**config.mk**
```make
export PLATFORM = sky130hd
export DESIGN_NAME = nwl_ram
export DESIGN_NICKNAME = d
export VERILOG_FILES = /design/src/rtl/assert_macros.svh /design/src/rtl/nwl_ram.sv
export SDC_FILE = /design/constraint.sdc
export NUM_CORES = 1
export LEC_CHECK = 0
export BUFFER_PORTS_ARGS = -buffer_cell sky130_fd_sc_hd__clkbuf_2
export CORE_MARGIN = 3
export CORE_UTILIZATION = 40
export CTS_BUF_LIST = sky130_fd_sc_hd__clkbuf_2 sky130_fd_sc_hd__clkbuf_4 sky130_fd_sc_hd__clkbuf_8
export DETAILED_ROUTE_END_ITERATION = 8
export PLACE_DENSITY_LB_ADDON = 0.2
export SLEW_MARGIN = 20
export SYNTH_ARGS = -nofsm -noshare
export SYNTH_HDL_FRONTEND = slang
export SYNTH_SLANG_ARGS = --single-unit
export TNS_END_PERCENT = 1
```
**constraint.sdc**
```tcl
create_clock -name i_clk -period 4.55 [get_ports i_clk]
set_input_delay 1.365 -clock i_clk [delete_from_list [all_inputs] [get_ports i_clk]]
set_output_delay 1.365 -clock i_clk [all_outputs]
set_load 0.02 [all_outputs]
```
**src/rtl/assert_macros.svh**
```systemverilog
// ---------------------------------------------------------------------------
// Assertion macros used by the RTL files.
// Each macro samples on i_clk and is disabled while i_rst_n is low.
// ---------------------------------------------------------------------------
`ifndef ASSERT_MACROS_SVH
`define ASSERT_MACROS_SVH

// Property must hold on every enabled clock edge.
`define ASSERT_PROP(lbl, prop, msg) \
    lbl: assert property (@(posedge i_clk) disable iff (!i_rst_n) (prop)) \
        else $error(msg);

// Expression must never be true on an enabled clock edge.
`define ASSERT_NOT(lbl, expr, msg) \
    lbl: assert property (@(posedge i_clk) disable iff (!i_rst_n) !(expr)) \
        else $error(msg);

`endif

```
**src/rtl/nwl_ram.sv**
```systemverilog
// ---------------------------------------------------------------------------
// nwl_ram
// Generic simple dual-port RAM: one write port, one read port, registered
// read data. Read data holds while no read is enabled.
// ---------------------------------------------------------------------------
module nwl_ram #(
    parameter int WIDTH = 8,
    parameter int DEPTH = 16
) (
    input  logic                     i_clk,
    input  logic                     i_we,
    input  logic [$clog2(DEPTH)-1:0] i_waddr,
    input  logic [WIDTH-1:0]         i_wdata,
    input  logic                     i_re,
    input  logic [$clog2(DEPTH)-1:0] i_raddr,
    output logic [WIDTH-1:0]         o_rdata
);

    logic [WIDTH-1:0] r_mem [DEPTH];
    logic [WIDTH-1:0] r_rdata;

    always_ff @(posedge i_clk) begin
        if (i_we) begin
            r_mem[i_waddr] <= i_wdata;
        end
        if (i_re) begin
            r_rdata <= r_mem[i_raddr];
        end
    end

    assign o_rdata = r_rdata;

endmodule

```
==> summary.txt <==
Clock network
  • CTS root buf: clkbuf_8
  • Post-CTS setup buffers: 0
  • H-tree Lvls: 4
  • Max clock buf depth: 2
  • Clk sink count: 136
  • Post-CTS Hold Fix Bufs: 0
  • CTS clk-pin slew, worst paths: approximately 70 ps
  • Post_cts resized: 0
  • CTS tree: built
  • Total CTS buffers: 17
  • Worst skew pair latency: around 420 ps

Logic synthesis
  • EDFF count, synth: 136
  • Mux share of post-synthesis cell area: between 10 and 15%
  • Post-synthesis register bit count: approximately 140
  • Post-synthesis compound-gate area fraction: 2.30%
  • Synth async-reset ratio: 0%
  • Post-synthesis xor/xnor area fraction: 0%
  • Top-area cell type share of the netlist area: 78.1%
  • Sequential-to-total area share from yosys stat: between 70 and 80%
  • Post-Syn Instances: around 230
  • Post-synth cell types: 18
  • Synth area leaders: edfxtp_1, mux4_2, mux4_1
  • Most frequent cell after synthesis: edfxtp_1
  • Post-Syn Nets: 248
  • Mapped Avg Cell Area: 22.8 µm²
  • Adder-Cell Fraction of Synth Area: 0%
  • Largest family of logic cells by synthesized area: multiplexers
  • Yosys warning count: 0
  • Synth area leader: edfxtp_1
  • Mapped Area: roughly 5200 µm²
  • Post-synth top flop: edfxtp_1
  • Synth top cells by count: edfxtp_1, mux4_2, a22oi_1, mux4_1, nor2_1
  • Simple-gate share of the synthesized area: roughly 3.1%

Global route
  • Vias in the first global route: 2461
  • First-pass GRT wire length: about 15000 µm
  • Largest net degree at the start of global routing: 33
  • Initial antenna violation count: 0
  • Grt ovf: 0
  • GR Util All Layers: 14.6%

Timing
  • Layout Skew: approximately 6.3 ps
  • Slew Limit Headroom: between 30% and 40%
  • Worst slew pin tran: 997 ps
  • # setup viols final: 0
  • RSZ-0062 raised after global routing: no
  • Max Clock Freq: between 300 and 400 MHz
  • Final hold viol count: 0
  • Hold slack final: about 740 ps
  • Minimum clock period: around 2800 ps
  • Final period utilization: between 60% and 70%
  • Setup TNS: 0 ps
  • Setup ws final: between 1500 and 2000 ps
  • Max Slew Vio Count: 0

Cells and area
  • Fin nets: around 290
  • FF+latch area: slightly above 4000 µm²
  • Layout cells sized above 1: a little under 30%
  • Design Area, Final: 5980 µm²
  • Layout Cells excl Fill: between 400 and 500
  • Area delta synth->final: 14.3%
  • Core Util, Final: 47.0%
  • Antenna diode count: 0
  • Fillers: approximately 1100
  • Area of the multi-input gates: 1060 µm²

Power and ir drop
  • Pwr/cell area: roughly 440 nW/µm²
  • Leakage power: a little under 2 nW
  • Power Total: between 2 and 3 mW
  • Max VDD drop: ~0.18 mV

Detailed routing
  • First DRT Iteration DRCs: a little over 200
  • DR DRC count: 0
  • Wirelength per Cell: 21.6 µm
  • Routed Antenna Nets: 0
  • Final wirelength: approximately 10000 µm
  • 1st-pass router iterations: 4
  • Vias post-DR: around 2300
  • Vias per std cell: between 5 and 6

Status
  • Run status: complete, no violations

Place
  • Placed Cells: 422
  • Post-DP HPWL: around 6100 µm
  • Port Buffers: 26
  • Worst slack, placed: about 1200 ps
  • GP Congestion: 0.716
  • DP Area: around 5500 µm²

Worst hold path
  • HP Start: r_mem[14][2]
  • Hold WC Path Type: flip-flop to flip-flop
  • Depth of the worst hold-timing path: 3
  • Hold path endpoint: o_rdata[2]

Worst setup path
  • Worst-path maximum fanout: 32
  • Worst reg2reg endpoint: o_rdata[2]
  • Setup CP Type: primary input to flip-flop
  • R2R Path Start: r_mem[5][2]
  • R2R cell count: 3
  • Crit path capture type: flip-flop
  • Setup crit start kind: primary input
  • Critical Path AT: 2950 ps
  • Worst reg2reg setup slack: between 3000 and 4000 ps
  • Worst EP required: about 4700 ps

Floorplanning
  • Initial Util: between 40% and 50%
  • Die Wd: 120 µm
  • Top Ports: 27
  • Die area: about 14000 µm²
  • FP Rows: 41
  • CORE AREA: around 13000 µm²
  • Die Height: ~120 µm

Flow run
  • Max cap viols: 0
[flip-flops by register name, indices dropped and copies added, names as in the netlist]
signal / count
o_rdata: 8
r_mem: 128
[area by class of cell]
cell class | instances | share of cell area [%]
timing repair buffer | 31 | 2.81
clock inverter | 14 | 3.43
tap | 172 | 3.60
clock buffer | 18 | 4.04
multi-input combinational | 83 | 17.8
sequential | 136 | 68.3
[worst max-delay path, cell delays in order]
cell and delay, ps:
clkbuf_2 70, buf_4 490, mux4_1 620, a22oi_1 310, nand2_1 80
[per-layer routing]
metal  vias up  GRT usage (%)  routed length (µm)  share of wire (%)
met3         5           3.51                 713                7.3
li1       1057              -                   -                  -
met1      1196           20.4                4030                 41
met4         0           4.89                  59               0.60
met2        78           22.7                4980                 51
met5         -              0                   0                  0
[placed cells by master, fill, tap and decap left out, drive strengths merged]
cell	Yosys	routed
or3b	1	1
nand2b	2	2
nor3	4	4
buf	7	5
edfxtp	136	136
clkbuf	0	44
clkinvlp	0	3
a22oi	16	16
nand3	1	1
nor2	13	13
nand3b	2	2
and2b	1	1
nand2	9	9
nor2b	1	1
bufinv	0	5
clkinv	0	6
and2	1	1
mux4	32	32
[kinds of logic (layout without fill, tap and decap cells)]
family / after synthesis / after routing
compound gates: 16 / 16
mux: 32 / 32
buf+inv: 10 / 63
simple gates: 35 / 35
flops: 136 / 136
[report_power, final]
part           leakage [nW]  switching (mW)  internal (mW)
clock network         0.219           0.434          0.653
logic                 0.505          0.0771         0.0495
registers              1.24         0.00773           1.41
total                  1.96           0.519           2.11
[how the worst max path moves through the flow]
stage               startpoint          end  slack [ps]  cells past startpoint
floorplan           i_waddr[2]  r_mem[0][0]        1690                      2
global placement    i_raddr[0]   o_rdata[2]        1230                      5
detailed placement  i_raddr[0]   o_rdata[2]        1240                      5
CTS                 i_raddr[0]   o_rdata[2]        1690                      5
global route        i_raddr[0]   o_rdata[2]        1640                      5
finish              i_raddr[0]   o_rdata[2]        1760                      5
No activity file was read; power rests on OpenSTA's default activity.
