### src/rtl/assert_macros.svh
// ---------------------------------------------------------------------------
// Assertion macros used by the RTL files.
// Each macro samples on i_clk and is disabled while i_rst_n is low.
// ---------------------------------------------------------------------------
`ifndef ASSERT_MACROS_SVH
`define ASSERT_MACROS_SVH

// Property must hold on every enabled clock edge.
`define ASSERT_PROP(lbl, prop, msg) \
    lbl: assert property (@(posedge i_clk) disable iff (!i_rst_n) (prop)) \
        else $error(msg);

// Expression must never be true on an enabled clock edge.
`define ASSERT_NOT(lbl, expr, msg) \
    lbl: assert property (@(posedge i_clk) disable iff (!i_rst_n) !(expr)) \
        else $error(msg);

`endif

### src/rtl/nwl_pkg.sv
// ---------------------------------------------------------------------------
// nwl_pkg
// Types, widths and codes for the nearest waypoint look-ahead unit.
// ---------------------------------------------------------------------------
package nwl_pkg;

    localparam int XW      = 24;          // coordinate width
    localparam int HW      = 16;          // heading width
    localparam int RW      = 23;          // search radius width
    localparam int RSQW    = 2 * RW;      // squared radius width
    localparam int IXW     = 12;          // reported index width
    localparam int AW      = XW + 1;      // absolute difference width
    localparam int DW      = 2 * AW + 1;  // squared distance sum width
    localparam int ENTRY_W = 2 * XW + HW; // one route entry {x, y, heading}

    localparam int ROUTE_DEPTH_DEF = 4096;
    localparam int WINDOW_DEF      = 10;

    localparam logic [RW-1:0]   RADIUS_RST = RW'(300000);
    localparam logic [RSQW-1:0] RAD_SQ_RST = RSQW'(64'd90000000000);

    localparam logic [1:0] OP_CLEAR  = 2'd0;
    localparam logic [1:0] OP_APPEND = 2'd1;
    localparam logic [1:0] OP_QUERY  = 2'd2;

    typedef enum logic [2:0] {
        ST_IDLE,
        ST_SCAN,
        ST_EMIT_RD,
        ST_EMIT_WR,
        ST_MISS
    } t_state;

    typedef struct packed {
        logic [1:0]           op;
        logic signed [XW-1:0] coord_x;
        logic signed [XW-1:0] coord_y;
        logic signed [HW-1:0] heading_in;
    } t_in_beat;

    typedef struct packed {
        logic                 found;
        logic [IXW-1:0]       ref_index;
        logic signed [XW-1:0] out_x;
        logic signed [XW-1:0] out_y;
        logic signed [HW-1:0] out_heading;
        logic                 padded;
        logic                 last;
    } t_out_beat;

endpackage

### src/rtl/nwl_dist.sv
// ---------------------------------------------------------------------------
// nwl_dist
// Three-stage squared distance pipeline: absolute differences, squares,
// sum. Carries the route index of each point alongside.
// ---------------------------------------------------------------------------
module nwl_dist #(
    parameter int IW = 12
) (
    input  logic                          i_clk,
    input  logic                          i_rst_n,
    input  logic                          i_vld,
    input  logic [IW-1:0]                 i_idx,
    input  logic signed [nwl_pkg::XW-1:0] i_px,
    input  logic signed [nwl_pkg::XW-1:0] i_py,
    input  logic signed [nwl_pkg::XW-1:0] i_qx,
    input  logic signed [nwl_pkg::XW-1:0] i_qy,
    output logic                          o_vld,
    output logic [IW-1:0]                 o_idx,
    output logic [nwl_pkg::DW-1:0]        o_dist,
    output logic                          o_busy
);
    import nwl_pkg::*;

    logic signed [AW-1:0] w_dx;
    logic signed [AW-1:0] w_dy;
    logic [AW-1:0]        w_ax;
    logic [AW-1:0]        w_ay;

    logic [2:0]           r_v;
    logic [IW-1:0]        r_idx [3];
    logic [AW-1:0]        r_ax;
    logic [AW-1:0]        r_ay;
    logic [2*AW-1:0]      r_sx;
    logic [2*AW-1:0]      r_sy;
    logic [DW-1:0]        r_d;

    always_comb begin
        w_dx = {i_px[XW-1], i_px} - {i_qx[XW-1], i_qx};
        w_dy = {i_py[XW-1], i_py} - {i_qy[XW-1], i_qy};
        w_ax = w_dx[AW-1] ? AW'(-w_dx) : AW'(w_dx);
        w_ay = w_dy[AW-1] ? AW'(-w_dy) : AW'(w_dy);
    end

    always_ff @(posedge i_clk) begin
        if (!i_rst_n) begin
            r_v <= '0;
        end else begin
            r_v <= {r_v[1:0], i_vld};
        end
    end

    always_ff @(posedge i_clk) begin
        r_idx[0] <= i_idx;
        r_idx[1] <= r_idx[0];
        r_idx[2] <= r_idx[1];
        r_ax     <= w_ax;
        r_ay     <= w_ay;
        r_sx     <= (2*AW)'(r_ax) * (2*AW)'(r_ax);
        r_sy     <= (2*AW)'(r_ay) * (2*AW)'(r_ay);
        r_d      <= DW'(r_sx) + DW'(r_sy);
    end

    assign o_vld  = r_v[2];
    assign o_idx  = r_idx[2];
    assign o_dist = r_d;
    assign o_busy = |r_v;

endmodule

### config.mk
export PLATFORM = sky130hd
export DESIGN_NAME = nwl_dist
export DESIGN_NICKNAME = d
export VERILOG_FILES = /design/src/rtl/assert_macros.svh /design/src/rtl/nwl_pkg.sv /design/src/rtl/nwl_dist.sv
export SDC_FILE = /design/constraint.sdc
export NUM_CORES = 2
export LEC_CHECK = 0
export ABC_AREA = 0
export BUFFER_PORTS_ARGS = -buffer_cell sky130_fd_sc_hd__buf_2
export CORE_MARGIN = 2
export CORE_UTILIZATION = 50
export CTS_CLUSTER_DIAMETER = 100
export CTS_CLUSTER_SIZE = 28
export DETAILED_ROUTE_END_ITERATION = 10
export PLACE_DENSITY = 0.67
export SETUP_SLACK_MARGIN = 0.2
export SLEW_MARGIN = 0
export SYNTH_ARGS = -nofsm -noshare
export SYNTH_HDL_FRONTEND = slang
export SYNTH_SLANG_ARGS = --single-unit
### constraint.sdc
create_clock -name i_clk -period 8.8 [get_ports i_clk]
set_clock_uncertainty 0.15 [all_clocks]
set_input_delay 1.76 -clock i_clk [delete_from_list [all_inputs] [get_ports i_clk]]
set_output_delay 1.76 -clock i_clk [all_outputs]
set_load 0.01 [all_outputs]
==> metrics.md <==
| Metric | Value |
|---|---|
| Global route overflow | `0` |
| Synth area leaders | `fa_1 (40%), ha_1 (13%), inv_1 (11%)` |
| Post-Syn Instances | `5106` |
| Final core utilization | `between 50% and 60%` |
| Port bufs | `175` |
| Final Net Count | `6725` |
| Period utilization | `93.0%` |
| Endpoints failing setup | `0` |
| First-pass DRT Iterations | `6` |
| DRT iter0 DRCs | `~1900` |
| Hold path depth | `0` |
| Vias in the first global route | `35600` |
| Min Tclk post-route | `8.18 ns` |
| Most frequent cell after synthesis | `inv_1` |
| Post-Syn Area per Cell | `9.11 um^2` |
| Net count after synthesis | `about 6600` |
| RD Place Congestion | `roughly 0.92` |
| Share of cells above drive strength 1 | `around 5.8%` |
| Crit path kind | `flip-flop to flip-flop` |
| Synthesis-to-layout area growth | `6.23%` |
| Hold buffer count at CTS | `0` |
| Unrepaired setup endpoints after global routing | `no` |
| Critical Path RT | `9.09 ns` |
| Post-synth top cells | `inv_1 (1424), fa_1 (934), ha_1 (474)` |
| Register-to-Register Setup Slack | `0.62 ns` |
| Max-Cap Viols | `0` |
| Primary FF master, synth | `dfxtp_1` |
| Hold Crit Endpoint | `r_idx[0][20]` |
| Full die area | `roughly 96000 um^2` |
| Hpwl dp | `88.9 mm` |
| Clk slew on worst S/H paths | `0.10 ns` |
| Top-area cell type share of the netlist area | `40.2%` |
| H-tree Lvls | `1` |
| Routed vias/inst | `5.12` |
| # clock sinks | `238` |
| First-pass GRT wire length | `176 mm` |
| Peak Freq | `0.122 GHz` |
| CTS Root Cell | `clkbuf_16` |
| Worst-Margin Slew | `1.22 ns` |
| Postcts setup bufs | `0` |
| Synth Area in Simple Gates | `about 11%` |
| Largest family of logic cells by synthesized area | `adder cells` |
| Setup TNS | `0 ns` |
| Tot GR Track Use | `22.9%` |
| Worst Setup Slack, final | `0.615 ns` |
| Post-synth ARST share | `0%` |
| Final slew viol count | `0` |
| Nature of the critical path endpoint | `flip-flop` |
| Cells on worst reg2reg path | `25` |
| Worst min path class | `flip-flop to flip-flop` |
| Wire per inst | `16.0 um` |
| Post-Syn Area | `46500 um^2` |
| Initial core utilization | `50.6%` |
| Sequential share of the synthesized area | `about a tenth` |
| Critical R2R Capture | `r_sy[49]` |
| Biggest area consumer among synthesized cells | `fa_1` |
| Max-slew headroom | `~19%` |
| Post-Synth XOR/XNOR Area | `4.35%` |
| Die W | `309 um` |
| Yosys reg bits | `238` |
| Vias | `33100` |
| Max Fanout on Critical Path | `21` |
| Post-detailed-route count of antenna-violating nets | `0` |
| Compound-cell area share of the yosys netlist | `under 10%` |
| Slowest-stage cell, CP | `dfxtp_1` |
| Status | `finished clean` |
| YS warnings | `0` |
| TritonCTS clock tree | `built` |
| TritonCTS Buffers | `16` |
| Critical Path Max Stage Delay | `1.05 ns` |
| Number of flops mapped to enable cells by yosys | `0` |
| Yosys cell types | `84` |
| Largest net degree at the start of global routing | `29` |
| Clock buffer depth | `3` |
| Critical R2R Launch | `r_ay[5]` |
| Fill cell count | `between 8000 and 9000` |
| Startpoint Class | `flip-flop` |
| Clk_lat worst skew | `0.55 ns` |
| Worst slack, placed | `0.523 ns` |
| Mux cell area share after synthesis | `less than 1%` |
| Top cell by count, worst path | `fa_1` |
| Initial antenna violation count | `2` |
| Post-Synth Adder-Cell Area | `52.9%` |
| Placeable Area | `about 92000 um^2` |
| Final hold viol count | `0` |
| Hold path start | `r_idx[0][8]` |
| Row count | `111` |
| Drt drc | `0` |
| Die H | `slightly above 300 um` |
| CP Data Arrival Time | `8.48 ns` |
| Final WL | `104 mm` |
| I/O pins | `roughly 180` |
-- registers in the layout, summed over array words and instances (netlist names) --
name	cells
r_sx	49
r_v	3
r_ax	25
o_dist	51
r_idx	36
r_sy	49
r_ay	25
-- layer usage --
metal  vias up  global-route usage, %  part of all wire (%)
li1      15600                      -                     -
met5         -                      0                     0
met2       804                   39.0                    49
met3       129                   2.23                   5.3
met4         0                   5.14                   2.2
met1     16600                   31.7                    44
-- kinds of logic after synthesis --
family	count (synthesis)
buffers and inverters	1580
adders and majority gates	1408
and+or+nand+nor	1044
AOI/OAI and AO/OA	596
DFF	238
xor gates and xnor gates	231
muxes	9
-- metrics by stage --
stage          area (um^2)  std cells  hold slack (ns)
6_report             49400       6463            0.185
3_3_place_gp         48800       6431            0.160
3_5_place_dp         48800       6431            0.162
5_1_grt              49400       6458            0.194
4_1_cts              49400       6458            0.186
2_1_floorplan        46500       5106            0.160
-- worst max-delay path by stage --
stage	from	endpoint	cells after the start
after floorplan	r_ax[3]	r_sx[49]	26
after detailed placement	r_ax[2]	r_sx[49]	26
after global placement	r_ax[2]	r_sx[49]	26
after global routing	r_ay[5]	r_sy[47]	25
final	r_ay[5]	r_sy[49]	25
after CTS	r_ax[2]	r_sx[49]	26
-- critical path, delay by kind of cell, from the launching register on --
family	cells	cell delay (ns)
adder cells (fa/ha/maj)	8	3.90
flip-flops	1	1.05
AND/OR/NAND/NOR	1	0.28
AO/OA/AOI/OAI	9	2.21
buffers and inverters	6	0.34
XOR/XNOR	1	0.16
-- layout make-up --
| cell class | count | area (um^2) | share of cell area [%] |
|---|---|---|---|
| Clock buffer | 19 | 453 | 0.916 |
| Timing Repair Buffer | 238 | 1370 | 2.78 |
| Inverter | 1424 | 5350 | 10.8 |
| Sequential cell | 238 | 4770 | 9.65 |
| Clock inverter | 8 | 161 | 0.327 |
| Multi-Input combinational cell | 3288 | 35800 | 72.3 |
| Antenna cell | 5 | 12.5 | 0.0253 |
| Tap cell | 1243 | 1560 | 3.15 |
-- layout by cell type, fill, tap and decap left out, types with 33 or more instances in the layout --
cell type / n
buf_2: 175
xor2_1: 81
and2_1: 252
nand2_1: 404
nand3_1: 36
ha_1: 474
a21o_1: 110
inv_1: 1424
o21ai_0: 85
dfxtp_1: 236
nor2_1: 160
o21a_1: 33
fa_1: 934
a21oi_1: 186
xnor2_1: 150
buf_4: 61
-- timing repair --
item                                    CTS  global route
endpoints found under the hold margin     0             0
endpoints found under the setup margin    0             9
resized for setup                         0             2
Power is left out: the tool's default activity adds up to more than one toggle a clock period on the data nets, which glitch-free logic cannot reach.
